[config.mk]
export PLATFORM = sky130hd
export DESIGN_NAME = uart_8250_register_model_top
export DESIGN_NICKNAME = d
export VERILOG_FILES = /design/src/sv/u8250_pkg.sv /design/src/sv/u8250_queue.sv /design/src/sv/u8250_front.sv /design/src/sv/u8250_core.sv /design/src/sv/uart_8250_register_model_top.sv
export SDC_FILE = /design/constraint.sdc
export NUM_CORES = 1
export LEC_CHECK = 0
export ABC_CLOCK_PERIOD_IN_PS = 3900
export BUFFER_PORTS_ARGS = -buffer_cell sky130_fd_sc_hd__buf_4
export CAP_MARGIN = 20
export CORE_MARGIN = 2
export CORE_UTILIZATION = 59
export DETAILED_ROUTE_END_ITERATION = 16
export GPL_ROUTABILITY_DRIVEN = 0
export MAX_ROUTING_LAYER = met4
export PLACE_DENSITY = 0.76
export SLEW_MARGIN = 10
export SYNTH_ARGS = -nofsm -noshare
export SYNTH_HDL_FRONTEND = slang
export SYNTH_HIERARCHICAL = 1
export SYNTH_SLANG_ARGS = --single-unit
[constraint.sdc]
create_clock -name clk -period 3.9 [get_ports clk]
set_input_delay 0.585 -clock clk [delete_from_list [all_inputs] [get_ports clk]]
set_output_delay 0.585 -clock clk [all_outputs]
set_load 0.1 [all_outputs]
[src/sv/u8250_pkg.sv]
// shared types, codes and lookup functions for the 8250 register model
package u8250_pkg;

  typedef enum logic [1:0] {
    MODE_READ  = 2'd0,
    MODE_WRITE = 2'd1,
    MODE_TICK  = 2'd2,
    MODE_RXB   = 2'd3
  } mode_t;

  typedef struct packed {
    logic [1:0] mode;
    logic [2:0] offset;
    logic [7:0] data;
  } req_t;

  typedef struct packed {
    logic [7:0] read_data;
    logic       irq;
    logic       tx_valid;
    logic [7:0] tx_byte;
    logic       tx_drained;
  } rsp_t;

  typedef struct packed {
    mode_t      op;
    logic [2:0] offset;
    logic [7:0] data;
  } cmd_t;

  localparam logic [2:0] OFF_DATA = 3'd0;
  localparam logic [2:0] OFF_IER  = 3'd1;
  localparam logic [2:0] OFF_IIR  = 3'd2;
  localparam logic [2:0] OFF_LCR  = 3'd3;
  localparam logic [2:0] OFF_MCR  = 3'd4;
  localparam logic [2:0] OFF_LSR  = 3'd5;
  localparam logic [2:0] OFF_MSR  = 3'd6;

  localparam logic [2:0] CAUSE_RDA  = 3'd0;
  localparam logic [2:0] CAUSE_THRE = 3'd1;
  localparam logic [2:0] CAUSE_RLS  = 3'd2;
  localparam logic [2:0] CAUSE_MSR  = 3'd3;
  localparam logic [2:0] CAUSE_NONE = 3'd4;

  localparam logic [3:0] IIR_HIGH = 4'hc;

  function automatic logic [2:0] cause_rank(input logic [1:0] c);
    case (c)
      2'd0: cause_rank = 3'd2;
      2'd1: cause_rank = 3'd4;
      2'd2: cause_rank = 3'd1;
      default: cause_rank = 3'd5;
    endcase
  endfunction

  function automatic logic [1:0] iir_code(input logic [1:0] c);
    case (c)
      2'd0: iir_code = 2'd2;
      2'd1: iir_code = 2'd1;
      2'd2: iir_code = 2'd3;
      default: iir_code = 2'd0;
    endcase
  endfunction

  function automatic logic [7:0] trig_level(input logic [1:0] sel);
    case (sel)
      2'd0: trig_level = 8'd1;
      2'd1: trig_level = 8'd4;
      2'd2: trig_level = 8'd8;
      default: trig_level = 8'd14;
    endcase
  endfunction

  function automatic logic [7:0] ident_byte(input logic [2:0] pend);
    if (pend == CAUSE_NONE) ident_byte = {IIR_HIGH, 4'h1};
    else ident_byte = {IIR_HIGH, 1'b0, iir_code(pend[1:0]), 1'b0};
  endfunction

  function automatic logic [2:0] raise_cause(input logic [2:0] pend, input logic [3:0] ier,
                                             input logic [2:0] c);
    raise_cause = pend;
    if (!(pend != CAUSE_NONE && cause_rank(c[1:0]) > cause_rank(pend[1:0]))) begin
      if (ier[c[1:0]]) raise_cause = c;
    end
  endfunction

  function automatic logic [2:0] drop_cause(input logic [2:0] pend, input logic [2:0] c);
    drop_cause = (pend == c) ? CAUSE_NONE : pend;
  endfunction

endpackage

[src/sv/u8250_queue.sv]
// two-entry queue used between stages
module u8250_queue #(
  parameter int W = 8
) (
  input  logic         clk,
  input  logic         rst,
  input  logic         push,
  input  logic [W-1:0] wdata,
  output logic         full,
  input  logic         pop,
  output logic [W-1:0] rdata,
  output logic         empty
);
  logic [W-1:0] slot [2];
  logic wp, rp;
  logic [1:0] count;
  logic do_push, do_pop;

  assign full = (count == 2'd2);
  assign empty = (count == 2'd0);
  assign rdata = slot[rp];
  assign do_push = push && !full;
  assign do_pop = pop && !empty;

  always_ff @(posedge clk) begin
    if (do_push) slot[wp] <= wdata;
  end

  always_ff @(posedge clk) begin
    if (rst) begin
      wp <= 1'b0;
      rp <= 1'b0;
      count <= 2'd0;
    end else begin
      if (do_push) wp <= ~wp;
      if (do_pop) rp <= ~rp;
      count <= count + {1'b0, do_push} - {1'b0, do_pop};
    end
  end
endmodule

[src/sv/u8250_front.sv]
// front end: takes request transfers, decodes them and queues commands
module u8250_front import u8250_pkg::*; (
  input  logic clk,
  input  logic rst,
  input  logic push,
  input  req_t req,
  output logic full,
  output logic cmd_valid,
  output cmd_t cmd,
  input  logic cmd_pop
);
  cmd_t dec;
  logic [$bits(cmd_t)-1:0] q_out;
  logic q_empty;

  always_comb begin
    dec.offset = req.offset;
    dec.data = req.data;
    case (req.mode)
      MODE_READ:  dec.op = MODE_READ;
      MODE_WRITE: dec.op = MODE_WRITE;
      MODE_TICK:  dec.op = MODE_TICK;
      default:    dec.op = MODE_RXB;
    endcase
    // offset only matters for bus accesses
    if (req.mode == MODE_TICK || req.mode == MODE_RXB) dec.offset = 3'd0;
    if (req.mode == MODE_READ || req.mode == MODE_TICK) dec.data = 8'd0;
  end

  u8250_queue #(.W($bits(cmd_t))) cmd_q (
    .clk(clk), .rst(rst), .push(push), .wdata(dec), .full(full),
    .pop(cmd_pop), .rdata(q_out), .empty(q_empty)
  );

  assign cmd_valid = !q_empty;
  assign cmd = cmd_t'(q_out);
endmodule

[src/sv/u8250_core.sv]
// back end: register file, fifos and interrupt logic, one command per cycle while the response queue has room
module u8250_core import u8250_pkg::*; #(
  parameter int FIFO_DEPTH = 16
) (
  input  logic clk,
  input  logic rst,
  input  logic cmd_valid,
  input  cmd_t cmd,
  output logic cmd_pop,
  input  logic res_full,
  output logic res_push,
  output rsp_t res
);
  localparam int AW = (FIFO_DEPTH > 1) ? $clog2(FIFO_DEPTH) : 1;
  localparam int CW = $clog2(FIFO_DEPTH + 1);
  localparam logic [CW:0] DEPTH_C = (CW+1)'(FIFO_DEPTH);
  localparam logic [AW-1:0] LAST_C = AW'(FIFO_DEPTH - 1);

  logic [7:0] tx_mem [FIFO_DEPTH];
  logic [7:0] rx_mem [FIFO_DEPTH];
  logic [7:0] tx_front, rx_front;

  logic [3:0] ier, ier_next;
  logic [7:0] fcr, fcr_next, lcr, lcr_next, mcr, mcr_next;
  logic [7:0] lsr, lsr_next, msr, msr_next;
  logic [15:0] div, div_next, cnt, cnt_next;
  logic [2:0] pend, pend_next;
  logic [AW-1:0] tx_head, tx_head_next, rx_head, rx_head_next;
  logic [CW-1:0] tx_count, tx_count_next, rx_count, rx_count_next;

  logic tx_we, rx_we;
  logic [AW-1:0] tx_waddr, rx_waddr;
  logic [7:0] tx_wdata, rx_wdata;
  logic [CW:0] tx_sum, rx_sum;
  logic [AW-1:0] tx_tail, rx_tail;
  logic go;

  assign go = cmd_valid && !res_full;
  assign cmd_pop = go;
  assign res_push = go;

  always_comb begin
    tx_sum = (CW+1)'(tx_head) + (CW+1)'(tx_count);
    if (tx_sum >= DEPTH_C) tx_sum = tx_sum - DEPTH_C;
    tx_tail = tx_sum[AW-1:0];
    rx_sum = (CW+1)'(rx_head) + (CW+1)'(rx_count);
    if (rx_sum >= DEPTH_C) rx_sum = rx_sum - DEPTH_C;
    rx_tail = rx_sum[AW-1:0];
  end

  always_comb begin
    ier_next = ier; fcr_next = fcr; lcr_next = lcr; mcr_next = mcr;
    lsr_next = lsr; msr_next = msr; div_next = div; cnt_next = cnt;
    pend_next = pend;
    tx_head_next = tx_head; tx_count_next = tx_count;
    rx_head_next = rx_head; rx_count_next = rx_count;
    tx_we = 1'b0; tx_waddr = tx_tail; tx_wdata = cmd.data;
    rx_we = 1'b0; rx_waddr = rx_tail; rx_wdata = cmd.data;
    res = '0;
    if (go) begin
      case (cmd.op)
        MODE_READ: begin
          case (cmd.offset)
            OFF_DATA: begin
              if (lcr[7]) begin
                res.read_data = div[7:0];
              end else begin
                if (rx_count != '0) begin
                  res.read_data = rx_front;
                  rx_head_next = (rx_head == LAST_C) ? '0 : rx_head + 1'b1;
                  rx_count_next = rx_count - 1'b1;
                end
                lsr_next[0] = (rx_count_next != '0);
                if (16'(rx_count_next) < 16'(trig_level(fcr[7:6])))
                  pend_next = drop_cause(pend_next, CAUSE_RDA);
              end
            end
            OFF_IER: res.read_data = lcr[7] ? div[15:8] : {4'd0, ier};
            OFF_IIR: begin
              res.read_data = ident_byte(pend);
              pend_next = drop_cause(pend, CAUSE_THRE);
            end
            OFF_LCR: res.read_data = lcr;
            OFF_MCR: res.read_data = mcr;
            OFF_LSR: begin
              res.read_data = lsr;
              lsr_next[1] = 1'b0;
              pend_next = drop_cause(pend, CAUSE_RLS);
            end
            OFF_MSR: res.read_data = msr;
            default: res.read_data = 8'd0;
          endcase
        end
        MODE_WRITE: begin
          case (cmd.offset)
            OFF_DATA: begin
              if (lcr[7]) begin
                div_next[7:0] = cmd.data;
              end else if ((CW+1)'(tx_count) < DEPTH_C) begin
                tx_we = 1'b1;
                tx_count_next = tx_count + 1'b1;
                lsr_next[6:5] = 2'b00;
                pend_next = drop_cause(pend, CAUSE_THRE);
              end
            end
            OFF_IER: begin
              if (lcr[7]) div_next[15:8] = cmd.data;
              else ier_next = cmd.data[3:0];
            end
            OFF_IIR: begin
              fcr_next = cmd.data;
              if (cmd.data[1]) begin
                rx_count_next = '0;
                rx_head_next = '0;
              end
              if (cmd.data[2]) begin
                tx_count_next = '0;
                tx_head_next = '0;
              end
            end
            OFF_LCR: lcr_next = cmd.data;
            OFF_MCR: begin
              mcr_next = cmd.data;
              if (cmd.data[4]) begin
                msr_next = {cmd.data[3], cmd.data[2], cmd.data[0], cmd.data[1], msr[3:0]};
              end else begin
                msr_next[7:6] = 2'b00;
              end
            end
            default: ;
          endcase
        end
        MODE_TICK: begin
          if (cnt >= div) begin
            cnt_next = 16'd0;
            if (tx_count != '0) begin
              tx_head_next = (tx_head == LAST_C) ? '0 : tx_head + 1'b1;
              tx_count_next = tx_count - 1'b1;
              if (mcr[4]) begin
                if ((CW+1)'(rx_count) < DEPTH_C) begin
                  rx_we = 1'b1;
                  rx_wdata = tx_front;
                  rx_count_next = rx_count + 1'b1;
                end
              end else begin
                res.tx_valid = 1'b1;
                res.tx_byte = tx_front;
              end
              if (tx_count_next == '0) begin
                lsr_next[6] = 1'b1;
                res.tx_drained = 1'b1;
              end
            end
            if (tx_count_next == '0) begin
              lsr_next[5] = 1'b1;
              pend_next = raise_cause(pend_next, ier, CAUSE_THRE);
            end
          end else begin
            cnt_next = cnt + 16'd1;
          end
        end
        default: begin
          if ((CW+1)'(rx_count) + 1'b1 >= DEPTH_C) begin
            lsr_next[1] = 1'b1;
            pend_next = raise_cause(pend_next, ier, CAUSE_RLS);
          end else begin
            rx_we = 1'b1;
            rx_count_next = rx_count + 1'b1;
          end
          lsr_next[0] = (rx_count_next != '0);
          pend_next = raise_cause(pend_next, ier, CAUSE_RDA);
        end
      endcase
      res.irq = (pend_next != CAUSE_NONE);
    end
  end

  // ring storage with the head entry read ahead
  always_ff @(posedge clk) begin
    if (tx_we) tx_mem[tx_waddr] <= tx_wdata;
    if (tx_we && tx_waddr == tx_head_next) tx_front <= tx_wdata;
    else tx_front <= tx_mem[tx_head_next];
  end

  always_ff @(posedge clk) begin
    if (rx_we) rx_mem[rx_waddr] <= rx_wdata;
    if (rx_we && rx_waddr == rx_head_next) rx_front <= rx_wdata;
    else rx_front <= rx_mem[rx_head_next];
  end

  always_ff @(posedge clk) begin
    if (rst) begin
      ier <= 4'd0; fcr <= 8'hc0; lcr <= 8'h03; mcr <= 8'd0;
      lsr <= 8'd0; msr <= 8'd0; div <= 16'd0; cnt <= 16'd0;
      pend <= CAUSE_NONE;
      tx_head <= '0; tx_count <= '0; rx_head <= '0; rx_count <= '0;
    end else begin
      ier <= ier_next; fcr <= fcr_next; lcr <= lcr_next; mcr <= mcr_next;
      lsr <= lsr_next; msr <= msr_next; div <= div_next; cnt <= cnt_next;
      pend <= pend_next;
      tx_head <= tx_head_next; tx_count <= tx_count_next;
      rx_head <= rx_head_next; rx_count <= rx_count_next;
    end
  end

`ifndef NO_ASSERTIONS
  a_tx_bound: assert property (@(posedge clk) disable iff (rst)
    (CW+1)'(tx_count) <= DEPTH_C) else $error("tx count overflow");
  a_rx_bound: assert property (@(posedge clk) disable iff (rst)
    (CW+1)'(rx_count) <= DEPTH_C) else $error("rx count overflow");
  a_drain: assert property (@(posedge clk) disable iff (rst)
    (go && res.tx_drained) |=> (tx_count == '0)) else $error("drain with bytes left");
  a_loop: assert property (@(posedge clk) disable iff (rst)
    (go && res.tx_valid) |-> !mcr[4]) else $error("line output in loopback");
`endif
endmodule

[src/sv/uart_8250_register_model_top.sv]
// top level of the 8250 uart register model
//
// request channel: push/full with req (mode, offset, data); a transfer
// happens on a clock edge with push high and full low
// response channel: empty/pop with rsp; rsp holds the oldest response while
// empty is low, a transfer happens on an edge with pop high and empty low
// every request gives exactly one response, in order
// path: a request transfer is registered in the command queue, the back end
// forms its response combinationally and the response queue registers it
// before it shows on rsp; the back end holds while the response queue is full
// throughput: one request per cycle unless the response queue is full, set by
// the register and fifo update in the back end; ring heads are read ahead from
// the byte stores; if pop stays low the response queue fills, the back end holds,
// and then the command queue fills and full rises
// reset (rst, synchronous) empties both queues and puts registers to their
// power-on values: ier 0, iir 0xc1, fcr 0xc0, lcr 0x03, fifos empty
module uart_8250_register_model_top import u8250_pkg::*; #(
  parameter int FIFO_DEPTH = 16
) (
  input  logic clk,
  input  logic rst,
  input  logic push,
  input  req_t req,
  output logic full,
  output logic empty,
  input  logic pop,
  output rsp_t rsp
);
  logic cmd_valid, cmd_pop, res_full, res_push;
  cmd_t cmd;
  rsp_t res;
  logic [$bits(rsp_t)-1:0] q_out;

  u8250_front front (
    .clk(clk), .rst(rst), .push(push), .req(req), .full(full),
    .cmd_valid(cmd_valid), .cmd(cmd), .cmd_pop(cmd_pop)
  );

  u8250_core #(.FIFO_DEPTH(FIFO_DEPTH)) core (
    .clk(clk), .rst(rst), .cmd_valid(cmd_valid), .cmd(cmd), .cmd_pop(cmd_pop),
    .res_full(res_full), .res_push(res_push), .res(res)
  );

  u8250_queue #(.W($bits(rsp_t))) rsp_q (
    .clk(clk), .rst(rst), .push(res_push), .wdata(res), .full(res_full),
    .pop(pop), .rdata(q_out), .empty(empty)
  );

  assign rsp = rsp_t'(q_out);
endmodule

After elaboration in Yosys (flattened, before gate mapping):

Memories as Yosys holds them, arrays and structs flattened. A register that Yosys moved wholly into a read port is not among the register bits.
Index checks and enable logic that the tools add are counted.

* memories: 4
* flip-flop bits (word level): 97
* output and inout port bits: 21
* word-level logic and storage cells: 305
* bits in writable memories: 320

* add/sub/neg operators: 16
* multiplexer cells: 152
* equal/unequal tests: 45
* order comparisons: 10
* bitwise logic cells: 6
* reductions and logical operators: 48

Memory list
* core.rx_mem: words 16, bits a word 8, read ports 1, clocked after Yosys merged registers in 1, wr ports 1, line u8250_core.sv:20 `logic [7:0] rx_mem [FIFO_DEPTH];`
* core.tx_mem: words 16, bits a word 8, read ports 1, clocked after Yosys merged registers in 1, wr ports 1, line u8250_core.sv:19 `logic [7:0] tx_mem [FIFO_DEPTH];`
* rsp_q.slot: words 2, bits a word 19, read ports 1, clocked after Yosys merged registers in 1, wr ports 1, line u8250_queue.sv:14 `logic [W-1:0] slot [2];`
* front.cmd_q.slot: words 2, bits a word 13, read ports 1, clocked after Yosys merged registers in 1, wr ports 1, line u8250_queue.sv:14

Operator list (number)
* $mux W3: 40
* $mux W5: 24
* $mux W8: 15
* $mux W4: 15
* $pmux W8 S7: 1
* $pmux W3 S3: 4
* $mux W1: 31
* $mux W10: 3
* $reduce_and A4 Y1: 6
* $pmux W5 S2: 2
* $reduce_bool A5 Y1: 4
* $mux W19: 1
* $ge A6 B5 Y1 const B: 3
* $add A16 B1 Y16 const B: 1
* $eq A2 B2 Y1 const B: 8
* $ge A16 B16 Y1: 1
* $mux W16: 1
* $ne A2 B1 Y1 const B: 8
* $pmux W4 S2: 2
* $ne A3 B3 Y1 const B: 5
* $pmux W5 S3: 1
* $logic_not A2 Y1: 7
* $reduce_and A7 Y1: 2
* $add A4 B5 Y6: 2
* other kinds (36): 90

Longest topological paths before layout:

* depth after elaboration: 22
* gate-level depth with buffers: 16

Modules after synthesis:

Netlist, hierarchy kept.

Modules (own cells, without submodules)
* u8250_core: cells each 1203, area each 16004.1 um^2, times used 1, seq. area each 9509.1 um^2
* u8250_queue at rsp_q: cells each 86, area each 1602.8 um^2, times used 1, seq. area each 1241.2 um^2
* u8250_queue at front.cmd_q: cells each 67, area each 1167.4 um^2, times used 1, seq. area each 880.8 um^2
* u8250_front: cells each 14, area each 80.1 um^2, times used 1, seq. area each 0.0 um^2

Worst setup path before layout:

No wires, ideal clock.

* kind: reg-to-reg
* start: register core.rx_count[1]
* end: memory rsp_q/slot[0][10] (netlist bit), data pin
* required time: 3.629 ns
* path slack: 0.762 ns
* stages on the path, launching flop included: 16
* arrival time: 2.866 ns
* clock period less this slack: 3.138 ns
* path through: dfxtp_1 -> clkbuf_1 -> inv_1 -> ha_1 -> nor2b_1 -> nand2_1 -> nor2_1 -> a21oi_1 -> ha_1 -> o211ai_1 -> o21ai_0 -> a21oi_1 -> a31oi_1 -> o31a_1 -> o311a_1 -> o21bai_1

RTL lines
* start: declaration: line u8250_core.sv:29 `logic [CW-1:0] tx_count, tx_count_next, rx_count, rx_count_next;`
* start signal: assignment: line u8250_core.sv:202 `rx_head <= rx_head_next; rx_count <= rx_count_next;`
* end: declaration: line u8250_queue.sv:14

==> impl_metrics.py <==
metrics = {
    "floorplan": {
        "die_w_um": 182.8,
        "initial_core_util_pct": 59.90,
        "core_mm2": 0.03147,
        "die_y_um": 182.8,
        "core.rowCount": 65,
        "fp.dieArea_mm2": 0.03340,
        "pin_count": 38,
    },
    "clock_network": {
        "h-tree-depth": 2,
        "cts_buffers": 42,
        "clkSlewWorstSetupHoldPaths_ns": 0.06,
        "insertion_delay_ns": 0.54,
        "clockRootBuffer": "clkbuf_16",
        "cts_resized": 0,
        "cts_setup_buffers": 0,
        "cts_tree": "built",
        "clockBufferDepth": 3,
        "clock-sinks": 421,
        "cts_hold_buffers": 0,
    },
    "yosys": {
        "synth_cell_types": 82,
        "ys_warn_count": 6,
        "ys_ff_latch": 421,
        "synthArstFlopShare_pct": 0,
        "syn-cell-area_mm2": 0.01885,
        "synthCells": 1370,
        "syn_nets": 1434,
        "synth-edff-count": 320,
        "synth.avg_cell_area_um2": 13.76,
        "seq_area_frac_synth_pct": 61.69,
        "yosys_most_used_dff": "edfxtp_1",
    },
    "cells_and_area": {
        "area_delta_synth_final_pct": 12.50,
        "stdcell_area_mm2": 0.02121,
        "drive_gt1_share_pct": 19.25,
        "multi_input_area_mm2": 0.006733,
        "final_cell_mix": "edfxtp_1, nor2_1, nand2_1, buf_4, dfxtp_1",
        "seqCellArea_mm2": 0.01163,
        "fin_util_pct": 67.39,
        "fillers": 2142,
        "final_common_cell": "edfxtp_1",
        "layout.nets": 1508,
    },
    "timing": {
        "fmax_mhz": 304.8,
        "period_share_pct": 84.13,
        "tightest_slew_ns": 0.8547,
        "setup_violations": 0,
        "drv_slew": 0,
        "finalWorstSetupSlack_ns": 0.6190,
        "clock_skew_ns": 0.02149,
        "fin_crit_ns": 3.281,
        "relSlewSlack_pct": 42.58,
        "rsz0062_at_grt": "no",
        "hold_viol": 0,
        "finalSetupTns_ns": 0,
    },
    "placed_design": {
        "dp_hpwl_um": 29140,
        "dp_worst_setup_slack_ns": 0.6686,
        "portBuffers": 37,
        "post_dp_cell_area_mm2": 0.01982,
    },
    "pwr": {
        "p_total_mw": 13.93,
        "ir_drop_uv": 587.8,
        "p_leak_nw": 7.263,
        "power_density_mw_per_mm2": 656.7,
    },
    "hold_path": {
        "hold_class": "in2reg",
    },
    "global_routing": {
        "grt_max_degree": 76,
        "grt_pass1_vias": 11580,
        "globalRouteOverflowTotal": 0,
        "grt_pass1_wl_um": 68620,
        "antenna_found_initial": 1,
        "track_usage_pct": 28.24,
    },
    "routing": {
        "drt-initial-drc-count": 1223,
        "vias": 11770,
        "wire_per_inst_um": 23.85,
        "ant_nets": 0,
        "first_pass_iters": 5,
        "wl_um": 44790,
        "vias_per_cell": 6.265,
        "drc": 0,
    },
    "setup_path": {
        "end_kind": "flop",
        "cp_data_arrival_time_ns": 3.44,
        "cp_data_required_time_ns": 4.06,
        "crit_type": "reg2reg",
        "start_kind": "flop",
        "cp_max_fo": 15,
    },
    "status": {
        "status": "finished, final reports clean",
    },
    "job": {
        "cap_viol_max_count": 0,
    },
}
## through the flow
step | hold WS [ns] | instances
6_report | 0.2799 | 1878
5_1_grt | 0.2734 | 1878
3_3_place_gp | 0.4393 | 1802
3_5_place_dp | 0.4478 | 1802
2_1_floorplan | 0.4288 | 1370
4_1_cts | 0.2718 | 1877
## per-layer routing
| layer | vias up | GRT usage, % | wire length (µm) |
|---|---|---|---|
| met5 | - | - | 0 |
| met4 | 0 | 9.710 | 1459 |
| met3 | 101 | 4.170 | 3852 |
| met2 | 577 | 44.82 | 21560 |
| met1 | 5789 | 37.91 | 17910 |
| li1 | 5298 | - | - |
## synthesized netlist by cell type (5+ instances only)
| cell | count | area, µm² |
|---|---|---|
| nand2_1 | 103 | 386.6 |
| a31oi_1 | 9 | 56.30 |
| o211ai_1 | 10 | 75.07 |
| xnor2_1 | 19 | 166.4 |
| mux2_1 | 25 | 281.5 |
| mux2i_1 | 38 | 380.4 |
| edfxtp_1 | 320 | 9609 |
| a21oi_1 | 57 | 285.3 |
| dfxtp_1 | 101 | 2022 |
| nor2_1 | 132 | 495.5 |
| a21o_1 | 9 | 67.56 |
| nand4_1 | 7 | 43.79 |
| a211o_1 | 5 | 43.79 |
| a22o_1 | 7 | 61.31 |
| a221oi_1 | 5 | 43.79 |
| buf_2 | 14 | 70.07 |
| o22ai_1 | 5 | 31.28 |
| nor2b_1 | 23 | 143.9 |
| nand3_1 | 32 | 160.2 |
| a211oi_1 | 9 | 67.56 |
| inv_1 | 46 | 172.7 |
| nand3b_1 | 6 | 45.04 |
| mux2_2 | 20 | 225.2 |
| and2_1 | 23 | 143.9 |
| mux4_2 | 76 | 1712 |
| nor3_1 | 17 | 85.08 |
| clkbuf_1 | 47 | 176.4 |
| buf_4 | 5 | 37.54 |
| xor2_1 | 18 | 157.7 |
| o21ai_0 | 34 | 170.2 |
| or3_1 | 7 | 43.79 |
| nand2b_1 | 11 | 68.82 |
| o21bai_1 | 5 | 37.54 |
| ha_1 | 45 | 563.0 |
## power by group
| part | internal (mW) | switching [mW] |
|---|---|---|
| Clock | 2.42 | 1.66 |
| Sequential | 5.50 | 0.162 |
| Combinational | 1.12 | 3.07 |
## flip-flops by register name, summed over array words and instances (netlist names), 5 cells and up, named ones only
| register | count |
|---|---|
| core/rx_mem | 128 |
| core/tx_mem | 128 |
| rsp_q/slot | 38 |
| front/cmd_q/slot | 26 |
| core/cnt | 16 |
| core/div | 16 |
| core/lcr | 8 |
| core/mcr | 8 |
| core/rx_count | 5 |
| core/tx_count | 5 |
## cell type report
type | instances | area share (%)
diodes | 1 | 0.01180
clock buffers | 53 | 5.397
clock inverters | 22 | 1.150
inverters | 48 | 0.8494
multi-input cells | 830 | 31.74
flip-flops and latches | 421 | 54.85
well taps | 402 | 2.371
repair buffers | 101 | 3.634
## cell families after synthesis
family / Yosys count / synth area share, %
simple gates: 392 / 10.06
compound gates: 195 / 6.948
mux: 159 / 13.78
xor+xnor: 37 / 1.719
fa+ha+maj: 47 / 3.199
buf+inv: 119 / 2.601
flops: 421 / 61.69
## critical path: stages, from the launching register on
cell	delay [ns]
dfxtp_1	0.52
mux2_2	0.41
inv_1	0.09
ha_1	0.45
nand2_1	0.22
nor3_1	0.36
nand3b_1	0.24
nor2_1	0.62
## worst paths after layout
check	start	to	slack [ns]	depth (start not counted)
worst max-delay path	flop	core/tx_mem[11][2]	0.62	7
worst min-delay path	req[12]	front/cmd_q/slot[0][12]	0.28	1
worst max register to register	flop	core/tx_mem[11][2]	0.62	7
worst min register to register	core/mcr[1]	core/mcr[1]	0.46	2
Power figures use the tool's default switching activity.
